File: src/rse_pkg.sv
// Package for the reverse Polish stack evaluator: widths, command codes,
// the token kind enum and the token word passed from front end to back end.
// No dependencies.
`timescale 1ns / 1ps

package rse_pkg;

    localparam int DATA_W          = 32;
    localparam int CMD_W           = 3;
    localparam int STACK_DEPTH_DEF = 16;
    localparam int QUEUE_DEPTH     = 2;

    localparam logic [CMD_W-1:0] CMD_PUSH = 3'd0;
    localparam logic [CMD_W-1:0] CMD_ADD  = 3'd1;
    localparam logic [CMD_W-1:0] CMD_SUB  = 3'd2;
    localparam logic [CMD_W-1:0] CMD_MUL  = 3'd3;
    localparam logic [CMD_W-1:0] CMD_DIV  = 3'd4;

    typedef enum logic [2:0] {
        K_PUSH = 3'd0,
        K_ADD  = 3'd1,
        K_SUB  = 3'd2,
        K_MUL  = 3'd3,
        K_DIV  = 3'd4,
        K_NONE = 3'd5
    } t_kind;

    typedef struct packed {
        t_kind              kind;
        logic [DATA_W-1:0]  number;
        logic               last;
    } t_token;

endpackage

File: src/rse_ram.sv
// Generic single-write, single-read RAM with a registered read port.
// No dependencies.
`timescale 1ns / 1ps

module rse_ram #(
    parameter int WIDTH = 32,
    parameter int DEPTH = 16
) (
    input  logic                     i_clk,
    input  logic                     i_we,
    input  logic [$clog2(DEPTH)-1:0] i_waddr,
    input  logic [WIDTH-1:0]         i_wdata,
    input  logic [$clog2(DEPTH)-1:0] i_raddr,
    output logic [WIDTH-1:0]         o_rdata
);

    logic [WIDTH-1:0] r_mem [DEPTH];
    logic [WIDTH-1:0] r_rdata;

    always_ff @(posedge i_clk) begin
        if (i_we) begin
            r_mem[i_waddr] <= i_wdata;
        end
        r_rdata <= r_mem[i_raddr];
    end

    assign o_rdata = r_rdata;

endmodule

File: src/rse_front.sv
// Front end: accepts tokens, classifies the command code and holds them in
// a short queue for the back end. Depends on rse_pkg.
`timescale 1ns / 1ps

module rse_front (
    input  logic                           i_clk,
    input  logic                           i_rst_n,
    input  logic                           i_start,
    input  logic [rse_pkg::CMD_W-1:0]      i_command,
    input  logic [rse_pkg::DATA_W-1:0]     i_number,
    input  logic                           i_last_token,
    output logic                           o_busy,
    output logic                           o_tok_valid,
    output rse_pkg::t_token                o_tok,
    input  logic                           i_pop
);
    import rse_pkg::*;

    localparam int QAW = (QUEUE_DEPTH > 1) ? $clog2(QUEUE_DEPTH) : 1;
    localparam int QCW = $clog2(QUEUE_DEPTH + 1);

    t_token           r_q [QUEUE_DEPTH];
    logic [QAW-1:0]   r_wptr, n_wptr;
    logic [QAW-1:0]   r_rptr, n_rptr;
    logic [QCW-1:0]   r_count, n_count;
    t_kind            kind;
    logic             push;

    always_comb begin
        case (i_command)
            CMD_PUSH: kind = K_PUSH;
            CMD_ADD:  kind = K_ADD;
            CMD_SUB:  kind = K_SUB;
            CMD_MUL:  kind = K_MUL;
            CMD_DIV:  kind = K_DIV;
            default:  kind = K_NONE;
        endcase
    end

    assign o_busy      = (r_count == QCW'(QUEUE_DEPTH));
    assign push        = i_start && !o_busy;
    assign o_tok_valid = (r_count != '0);
    assign o_tok       = r_q[r_rptr];

    always_comb begin
        n_wptr  = r_wptr;
        n_rptr  = r_rptr;
        n_count = r_count;
        if (push) begin
            n_wptr = (r_wptr == QAW'(QUEUE_DEPTH - 1)) ? '0 : r_wptr + QAW'(1);
        end
        if (i_pop) begin
            n_rptr = (r_rptr == QAW'(QUEUE_DEPTH - 1)) ? '0 : r_rptr + QAW'(1);
        end
        if (push && !i_pop) begin
            n_count = r_count + QCW'(1);
        end else if (!push && i_pop) begin
            n_count = r_count - QCW'(1);
        end
    end

    always_ff @(posedge i_clk) begin
        if (!i_rst_n) begin
            r_wptr  <= '0;
            r_rptr  <= '0;
            r_count <= '0;
        end else begin
            r_wptr  <= n_wptr;
            r_rptr  <= n_rptr;
            r_count <= n_count;
        end
    end

    always_ff @(posedge i_clk) begin
        if (push) begin
            r_q[r_wptr] <= '{kind: kind, number: i_number, last: i_last_token};
        end
    end

endmodule

File: src/rse_div.sv
// Unsigned restoring divider, one quotient bit per cycle.
// Depends on rse_pkg.
`timescale 1ns / 1ps

module rse_div (
    input  logic                       i_clk,
    input  logic                       i_rst_n,
    input  logic                       i_start,
    input  logic [rse_pkg::DATA_W-1:0] i_dividend,
    input  logic [rse_pkg::DATA_W-1:0] i_divisor,
    output logic                       o_done,
    output logic [rse_pkg::DATA_W-1:0] o_quotient
);
    import rse_pkg::*;

    localparam int CW = $clog2(DATA_W);

    logic [DATA_W:0]   r_rem;
    logic [DATA_W-1:0] r_quo;
    logic [DATA_W-1:0] r_dvs;
    logic [CW-1:0]     r_cnt;
    logic              r_run;
    logic              r_done;
    logic [DATA_W:0]   shifted;
    logic              take;

    assign shifted = {r_rem[DATA_W-1:0], r_quo[DATA_W-1]};
    assign take    = (shifted >= {1'b0, r_dvs});

    always_ff @(posedge i_clk) begin
        if (!i_rst_n) begin
            r_run  <= 1'b0;
            r_done <= 1'b0;
            r_cnt  <= '0;
        end else begin
            r_done <= 1'b0;
            if (i_start) begin
                r_run <= 1'b1;
                r_cnt <= '0;
            end else if (r_run) begin
                r_cnt <= r_cnt + CW'(1);
                if (r_cnt == CW'(DATA_W - 1)) begin
                    r_run  <= 1'b0;
                    r_done <= 1'b1;
                end
            end
        end
    end

    always_ff @(posedge i_clk) begin
        if (i_start) begin
            r_rem <= '0;
            r_quo <= i_dividend;
            r_dvs <= i_divisor;
        end else if (r_run) begin
            r_rem <= take ? (shifted - {1'b0, r_dvs}) : shifted;
            r_quo <= {r_quo[DATA_W-2:0], take};
        end
    end

    assign o_done     = r_done;
    assign o_quotient = r_quo;

endmodule

File: src/rse_back.sv
// Back end: executes queued tokens on the operand stack and emits results.
// Depends on rse_pkg, rse_ram and rse_div.
`timescale 1ns / 1ps

module rse_back #(
    parameter int STACK_DEPTH = rse_pkg::STACK_DEPTH_DEF
) (
    input  logic                       i_clk,
    input  logic                       i_rst_n,
    input  logic                       i_tok_valid,
    input  rse_pkg::t_token            i_tok,
    output logic                       o_pop,
    output logic                       o_valid,
    output logic [rse_pkg::DATA_W-1:0] o_answer,
    output logic                       o_stack_was_empty,
    output logic                       o_divide_by_zero_seen,
    output logic                       o_overflow_seen
);
    import rse_pkg::*;

    localparam int AW = $clog2(STACK_DEPTH);
    localparam int FW = $clog2(STACK_DEPTH + 1);

    typedef enum logic [3:0] {
        S_IDLE = 4'b0001,
        S_READ = 4'b0010,
        S_DIV  = 4'b0100,
        S_FIN  = 4'b1000
    } t_state;

    t_state            r_state, n_state;
    logic [FW-1:0]     r_fill, n_fill;
    logic [DATA_W-1:0] r_top, n_top;
    t_kind             r_kind, n_kind;
    logic              r_last, n_last;
    logic              r_dz, n_dz;
    logic              r_ov, n_ov;
    logic              r_qneg, n_qneg;
    logic              r_valid, n_valid;
    logic [DATA_W-1:0] r_answer, n_answer;
    logic              r_empty, n_empty;
    logic              r_dz_out, n_dz_out;
    logic              r_ov_out, n_ov_out;

    logic [FW-1:0]     fill_m1, fill_m2;
    logic              we;
    logic [DATA_W-1:0] rdata;
    logic [DATA_W-1:0] opa, opb, mag_a, mag_b, prod;
    logic              div_start, div_done;
    logic [DATA_W-1:0] quo;
    t_state            after_tok;

    assign fill_m1 = r_fill - FW'(1);
    assign fill_m2 = r_fill - FW'(2);

    rse_ram #(
        .WIDTH(DATA_W),
        .DEPTH(STACK_DEPTH)
    ) u_ram (
        .i_clk  (i_clk),
        .i_we   (we),
        .i_waddr(fill_m1[AW-1:0]),
        .i_wdata(r_top),
        .i_raddr(fill_m2[AW-1:0]),
        .o_rdata(rdata)
    );

    // The top of stack lives in r_top; the RAM holds the entries below it.
    assign opa   = rdata;
    assign opb   = r_top;
    assign mag_a = opa[DATA_W-1] ? (~opa + DATA_W'(1)) : opa;
    assign mag_b = opb[DATA_W-1] ? (~opb + DATA_W'(1)) : opb;
    assign prod  = opa * opb;

    rse_div u_div (
        .i_clk     (i_clk),
        .i_rst_n   (i_rst_n),
        .i_start   (div_start),
        .i_dividend(mag_a),
        .i_divisor (mag_b),
        .o_done    (div_done),
        .o_quotient(quo)
    );

    assign after_tok = r_last ? S_FIN : S_IDLE;

    always_comb begin
        n_state   = r_state;
        n_fill    = r_fill;
        n_top     = r_top;
        n_kind    = r_kind;
        n_last    = r_last;
        n_dz      = r_dz;
        n_ov      = r_ov;
        n_qneg    = r_qneg;
        n_valid   = 1'b0;
        n_answer  = r_answer;
        n_empty   = r_empty;
        n_dz_out  = r_dz_out;
        n_ov_out  = r_ov_out;
        we        = 1'b0;
        o_pop     = 1'b0;
        div_start = 1'b0;
        case (r_state)
            S_IDLE: begin
                if (i_tok_valid) begin
                    o_pop   = 1'b1;
                    n_kind  = i_tok.kind;
                    n_last  = i_tok.last;
                    n_state = i_tok.last ? S_FIN : S_IDLE;
                    if (i_tok.kind == K_PUSH) begin
                        if (r_fill != FW'(STACK_DEPTH)) begin
                            we     = (r_fill != '0);
                            n_top  = i_tok.number;
                            n_fill = r_fill + FW'(1);
                        end else begin
                            n_ov = 1'b1;
                        end
                    end else if ((i_tok.kind inside {K_ADD, K_SUB, K_MUL, K_DIV})
                                 && (r_fill >= FW'(2))) begin
                        n_state = S_READ;
                    end
                end
            end
            S_READ: begin
                n_state = after_tok;
                n_fill  = fill_m1;
                case (r_kind)
                    K_ADD:   n_top = opa + opb;
                    K_SUB:   n_top = opa - opb;
                    K_MUL:   n_top = prod;
                    default: begin
                        if (opb == '0) begin
                            n_top = '0;
                            n_dz  = 1'b1;
                        end else begin
                            div_start = 1'b1;
                            n_qneg    = opa[DATA_W-1] ^ opb[DATA_W-1];
                            n_fill    = r_fill;
                            n_state   = S_DIV;
                        end
                    end
                endcase
            end
            S_DIV: begin
                if (div_done) begin
                    n_top   = r_qneg ? (~quo + DATA_W'(1)) : quo;
                    n_fill  = fill_m1;
                    n_state = after_tok;
                end
            end
            S_FIN: begin
                n_valid  = 1'b1;
                n_answer = (r_fill != '0) ? r_top : '0;
                n_empty  = (r_fill == '0);
                n_dz_out = r_dz;
                n_ov_out = r_ov;
                n_fill   = '0;
                n_dz     = 1'b0;
                n_ov     = 1'b0;
                n_state  = S_IDLE;
            end
            default: begin
                n_state = S_IDLE;
            end
        endcase
    end

    always_ff @(posedge i_clk) begin
        if (!i_rst_n) begin
            r_state <= S_IDLE;
            r_fill  <= '0;
            r_dz    <= 1'b0;
            r_ov    <= 1'b0;
            r_valid <= 1'b0;
        end else begin
            r_state <= n_state;
            r_fill  <= n_fill;
            r_dz    <= n_dz;
            r_ov    <= n_ov;
            r_valid <= n_valid;
        end
    end

    always_ff @(posedge i_clk) begin
        r_top    <= n_top;
        r_kind   <= n_kind;
        r_last   <= n_last;
        r_qneg   <= n_qneg;
        r_answer <= n_answer;
        r_empty  <= n_empty;
        r_dz_out <= n_dz_out;
        r_ov_out <= n_ov_out;
    end

    assign o_valid               = r_valid;
    assign o_answer              = r_answer;
    assign o_stack_was_empty     = r_empty;
    assign o_divide_by_zero_seen = r_dz_out;
    assign o_overflow_seen       = r_ov_out;

endmodule

File: src/rpn_stack_evaluator_top.sv
// Reverse Polish stack evaluator, top level. A popped push goes to the top register;
// add/sub/mul pass S_READ, divide S_READ and S_DIV (32-step divider), last adds S_FIN.
// Throughput is one token per back-end pass; a two-word token queue absorbs bursts.
// Results appear for one cycle on o_valid and cannot be stalled by the receiver.
// Reset (i_rst_n low, synchronous) empties queue and stack and clears the sticky flags.
// Depends on rse_pkg, rse_front, rse_back (with rse_ram and rse_div).
`timescale 1ns / 1ps

module rpn_stack_evaluator_top #(
    parameter int STACK_DEPTH = rse_pkg::STACK_DEPTH_DEF
) (
    input  logic                       i_clk,
    input  logic                       i_rst_n,
    input  logic                       start,
    output logic                       busy,
    input  logic [rse_pkg::CMD_W-1:0]  i_command,
    input  logic [rse_pkg::DATA_W-1:0] i_number,
    input  logic                       i_last_token,
    output logic                       o_valid,
    output logic [rse_pkg::DATA_W-1:0] o_answer,
    output logic                       o_stack_was_empty,
    output logic                       o_divide_by_zero_seen,
    output logic                       o_overflow_seen
);
    import rse_pkg::*;

    // A word is taken whenever start is high and busy is low. Busy only
    // reflects a full token queue, so the front end keeps accepting words
    // while the back end is still grinding through a division.
    logic   tok_valid;
    t_token tok;
    logic   pop;

    // The front end turns the raw command code into a token kind; unknown
    // codes become a kind that the back end simply discards.
    rse_front u_front (
        .i_clk       (i_clk),
        .i_rst_n     (i_rst_n),
        .i_start     (start),
        .i_command   (i_command),
        .i_number    (i_number),
        .i_last_token(i_last_token),
        .o_busy      (busy),
        .o_tok_valid (tok_valid),
        .o_tok       (tok),
        .i_pop       (pop)
    );

    // The back end keeps the top of stack in a register and the deeper
    // entries in a RAM, so an operator needs just one RAM read. It owns the
    // sticky flags and the registered result outputs.
    rse_back #(
        .STACK_DEPTH(STACK_DEPTH)
    ) u_back (
        .i_clk                (i_clk),
        .i_rst_n              (i_rst_n),
        .i_tok_valid          (tok_valid),
        .i_tok                (tok),
        .o_pop                (pop),
        .o_valid              (o_valid),
        .o_answer             (o_answer),
        .o_stack_was_empty    (o_stack_was_empty),
        .o_divide_by_zero_seen(o_divide_by_zero_seen),
        .o_overflow_seen      (o_overflow_seen)
    );

endmodule

File: config.mk
export PLATFORM = sky130hd
export DESIGN_NAME = rpn_stack_evaluator_top
export DESIGN_NICKNAME = d
export VERILOG_FILES = /design/src/rse_pkg.sv /design/src/rse_ram.sv /design/src/rse_front.sv /design/src/rse_div.sv /design/src/rse_back.sv /design/src/rpn_stack_evaluator_top.sv
export SDC_FILE = /design/constraint.sdc
export NUM_CORES = 2
export LEC_CHECK = 0
export BUFFER_PORTS_ARGS = -buffer_cell sky130_fd_sc_hd__buf_2
export CORE_AREA = 5 5 316 318
export CTS_CLUSTER_SIZE = 10
export DETAILED_ROUTE_END_ITERATION = 12
export DIE_AREA = 0 0 321 323
export PLACE_DENSITY = 0.7
export SLEW_MARGIN = 40
export SYNTH_ARGS = -nofsm -noshare
export SYNTH_HDL_FRONTEND = slang
export SYNTH_HIERARCHICAL = 1
export SYNTH_SLANG_ARGS = --single-unit
export TNS_END_PERCENT = 20
File: constraint.sdc
create_clock -name i_clk -period 18.57 [get_ports i_clk]
set_clock_uncertainty 0.2 [all_clocks]
set_input_delay 2.7855 -clock i_clk [delete_from_list [all_inputs] [get_ports i_clk]]
set_output_delay 2.7855 -clock i_clk [all_outputs]
set_load 0.005 [all_outputs]
==> results.json <==
{
  "critical_path.max_fanout": 18,
  "finalWorstSetupSlack_ns": 10.07,
  "place_worst_setup_slack_ns": 10.16,
  "timing.hold.ws_ns": 0.267,
  "grt_antenna_before_repair": 7,
  "seq_area_frac_synth_pct": 44.5,
  "cts_max_path_buffers": 3,
  "critical-path-max-stage-delay_ns": 0.86,
  "global_route.usage.total_pct": 26.9,
  "die_height_um": 323,
  "timing.critical_path.required_ns": 18.78,
  "outcome": "complete, no violations",
  "clk-insertion-delay-late_ns": 0.69,
  "detailedRoute.firstPassIterationCount": 6,
  "post_syn_instances": 4305,
  "final.min_clock_period_ns": 8.50,
  "final_antenna_net_count": 0,
  "timing.setup.critical_path_class": "register to register",
  "timing.critical_path.arrival_ns": 8.71,
  "core_region_area_um2": 96300,
  "clock_sink_count": 808,
  "syn2layout_area_growth_pct": 9.31,
  "hold_path_depth": 0,
  "hold_violations": 0,
  "cts_max_level": 3,
  "r2r_end": "u_back/opb[28]",
  "synth.cell_area_um2": 52500,
  "viasPerCell": 6.01,
  "final_max_slew_viol_count": 0,
  "top_level_ports": 76,
  "die_x_um": 321,
  "critPathCapture": "u_back/opb[28]",
  "first_global_vias": 35200,
  "tritoncts": "done",
  "route.vias.total": 34300,
  "design.die.area_um2": 104000,
  "synth.distinct_cells": 97,
  "max_freq_mhz": 118,
  "hp-start": "u_back/r_ov",
  "timing.reg2reg.worst_path_depth": 24,
  "place.detailed.hpwl_um": 89400,
  "detailedRoute.firstIterationViolations": 3698,
  "cpLargestDelayFamily": "adder cells",
  "fraction_of_final_layout_cells_with_drive_strength_greater_than_1_pct": 12.5,
  "nets": 4989,
  "number_of_remaining_drc_errors": 0,
  "cts.root.buffer_cell": "sky130_fd_sc_hd__clkbuf_16",
  "rrSetupSlack_ns": 10.07,
  "worst_path_max_delay_cell": "sky130_fd_sc_hd__dfxtp_1",
  "timing.slew.headroom_pct": 38.4,
  "timing.critical_path.mode_cell": "sky130_fd_sc_hd__fa_1",
  "synthArstFlopShare_pct": 0,
  "worstReg2RegStart": "u_back/u_ram/o_rdata[6]",
  "grt_setup_unrepaired": "false",
  "critical_path.n_buffers_inverters": 6,
  "final.fill_count": 7658,
  "wirelength_per_cell_um": 24.3,
  "worstSetupPathDepth": 24,
  "synth_warnings": 6,
  "drt-total-wl_um": 139000,
  "cts-hold-fix-buffers": 0,
  "clk_pin_slew_worst_paths_ns": 0.06,
  "startpoint_type": "register",
  "post-route-period-util_pct": 45.8,
  "syn-num-nets": 4955,
  "worst_setup_path_startpoint": "u_back/u_ram/o_rdata[6]",
  "worst_slew_pin_slew_ns": 0.924,
  "post_synth.cell_area_avg_um2": 12.2,
  "hold_class": "register to register",
  "finalSetupTns_ns": 0,
  "cts.repair.resized": 0,
  "synth-main-ff-cell": "sky130_fd_sc_hd__edfxtp_1",
  "grt_remaining_overflow": 0,
  "path_cells": "buf_4 > nand2_1 > fa_1 > inv_1 > fa_1 > fa_1 > inv_1 > fa_1 > inv_1 > fa_1 > ha_1 > fa_1 > inv_1 > fa_1 > inv_1 > ha_1 > nand4_1 > nand2b_1 > o21ai_0 > nor3_1 > o31ai_1 > xor2_1 > a221oi_1 > nand3_1",
  "synth_edf_count": 720,
  "cts_inserted_buffers": 95,
  "final_estimated_routing_congestion_in_global_placement": 0.937,
  "fp-row-count": 114,
  "port-buffer-count": 75,
  "number_of_max_capacitance_violations_reported": 0,
  "synth-seq-cells": 808,
  "floorplan.initialDensity_pct": 54.6,
  "largest_net_degree_at_the_start_of_global_routing": 94,
  "global_route_wire_length_before_repair_um": 213000,
  "postCtsSetupRepairBufs": 0,
  "setup_violations": 0,
  "setup.worst_path.end_class": "register"
}
## metrics by stage
stage | utilization, % | std cells | instance area, µm²
CTS | 59.6 | 5695 | 57300
global placement | 56.5 | 5511 | 54400
detailed placement | 56.6 | 5515 | 54500
floorplan | - | 4305 | 52500
global route | 59.6 | 5698 | 57400
finish | 59.6 | 5699 | 57400
## synth_stat cells (9+ instances only)
cell type / instances / share of area (%)
sky130_fd_sc_hd__edfxtp_1: 720 / 41
sky130_fd_sc_hd__inv_1: 507 / 3.6
sky130_fd_sc_hd__nand2_1: 429 / 3.1
sky130_fd_sc_hd__fa_1: 410 / 16
sky130_fd_sc_hd__and2_1: 320 / 3.8
sky130_fd_sc_hd__ha_1: 201 / 4.8
sky130_fd_sc_hd__clkbuf_1: 182 / 1.3
sky130_fd_sc_hd__xnor2_1: 175 / 2.9
sky130_fd_sc_hd__nor2_1: 136 / 0.97
sky130_fd_sc_hd__mux4_2: 128 / 5.5
sky130_fd_sc_hd__o21ai_0: 109 / 1.0
sky130_fd_sc_hd__dfxtp_1: 88 / 3.4
sky130_fd_sc_hd__a21oi_1: 84 / 0.80
sky130_fd_sc_hd__a22oi_1: 84 / 1.2
sky130_fd_sc_hd__xor2_1: 82 / 1.4
sky130_fd_sc_hd__mux2_2: 65 / 1.4
sky130_fd_sc_hd__nor2b_1: 46 / 0.55
sky130_fd_sc_hd__nand2b_1: 38 / 0.45
sky130_fd_sc_hd__nor3_1: 36 / 0.34
sky130_fd_sc_hd__nand3_1: 34 / 0.32
sky130_fd_sc_hd__a21o_1: 33 / 0.47
sky130_fd_sc_hd__o31ai_1: 31 / 0.44
sky130_fd_sc_hd__or3_1: 30 / 0.36
sky130_fd_sc_hd__a311oi_1: 23 / 0.38
sky130_fd_sc_hd__buf_1: 19 / 0.14
sky130_fd_sc_hd__buf_4: 16 / 0.23
sky130_fd_sc_hd__a31oi_1: 14 / 0.17
sky130_fd_sc_hd__nand4_1: 14 / 0.17
sky130_fd_sc_hd__o21a_1: 14 / 0.20
sky130_fd_sc_hd__a211oi_1: 13 / 0.19
sky130_fd_sc_hd__and3_1: 13 / 0.15
sky130_fd_sc_hd__mux2i_1: 13 / 0.25
sky130_fd_sc_hd__o211ai_1: 12 / 0.17
sky130_fd_sc_hd__buf_2: 11 / 0.10
sky130_fd_sc_hd__o221ai_1: 10 / 0.17
sky130_fd_sc_hd__or4_1: 10 / 0.14
sky130_fd_sc_hd__o21bai_1: 9 / 0.13
## worst min path at each step
| stage | end |
|---|---|
| 2_1_floorplan | u_back/o_divide_by_zero_seen |
| 3_3_place_gp | u_back/o_divide_by_zero_seen |
| 3_5_place_dp | u_back/o_divide_by_zero_seen |
| 4_1_cts | u_back/o_divide_by_zero_seen |
| 5_1_grt | u_back/o_divide_by_zero_seen |
| 6_report | u_back/o_overflow_seen |
## logic make-up (layout without fill, tap and decap cells)
| group | after synthesis | after routing | share of synthesized area (%) |
|---|---|---|---|
| other | 0 | 1 | 0 |
| multiplexers | 209 | 209 | 7.19 |
| XOR/XNOR | 257 | 257 | 4.29 |
| adder cells (fa/ha/maj) | 611 | 611 | 20.4 |
| AND/OR/NAND/NOR | 1160 | 1160 | 11.2 |
| flip-flops | 808 | 808 | 44.5 |
| buffers and inverters | 741 | 858 | 5.51 |
| AO/OA/AOI/OAI | 519 | 519 | 6.84 |
## layout by cell type, fill, tap and decap left out, types with 34 or more instances in the layout
cell                          n
sky130_fd_sc_hd__a21oi_1     84
sky130_fd_sc_hd__a22oi_1     84
sky130_fd_sc_hd__and2_1     320
sky130_fd_sc_hd__buf_2       75
sky130_fd_sc_hd__buf_4       85
sky130_fd_sc_hd__clkbuf_1    64
sky130_fd_sc_hd__clkbuf_16   96
sky130_fd_sc_hd__dfxtp_1     80
sky130_fd_sc_hd__edfxtp_1   720
sky130_fd_sc_hd__fa_1       410
sky130_fd_sc_hd__ha_1       201
sky130_fd_sc_hd__inv_1      505
sky130_fd_sc_hd__mux2_2      65
sky130_fd_sc_hd__mux4_2     128
sky130_fd_sc_hd__nand2_1    429
sky130_fd_sc_hd__nand2b_1    38
sky130_fd_sc_hd__nand3_1     34
sky130_fd_sc_hd__nor2_1     120
sky130_fd_sc_hd__nor2b_1     43
sky130_fd_sc_hd__o21ai_0    109
sky130_fd_sc_hd__xnor2_1    175
sky130_fd_sc_hd__xor2_1      82
## registers in the layout, summed over array words and instances, names as in the netlist, 32 cells and up, named ones only
name / count
u_back/u_div/r_dvs: 32
u_back/opb: 32
u_front/r_q: 72
u_back/u_ram/r_mem: 512
u_back/u_div/r_rem: 32
u_back/u_div/o_quotient: 32
u_back/u_ram/o_rdata: 32
u_back/o_answer: 32
## area by class of cell
cell class	count	area [µm²]	area share, %
sequential	808	23400	40.8
antenna	1	2.50	0.00436
timing repair buffer	170	1170	2.04
clock inverter	18	220	0.384
multi-input combinational	2756	26400	46.1
inverter	508	1910	3.33
clock buffer	162	2670	4.65
tap	1276	1600	2.78
## per-layer routing
metal  vias to the layer above  share of wire, %  global-route usage (%)
li1                      14900                 -                       -
met1                     17400                41                    38.2
met2                      1663                47                    43.1
met3                       279               9.6                    5.22
met4                         0               3.0                    7.61
met5                         -                 0                       0
Power is not shown: default switching activity piles up to over one toggle a cycle in this logic, so the estimate is an artifact.
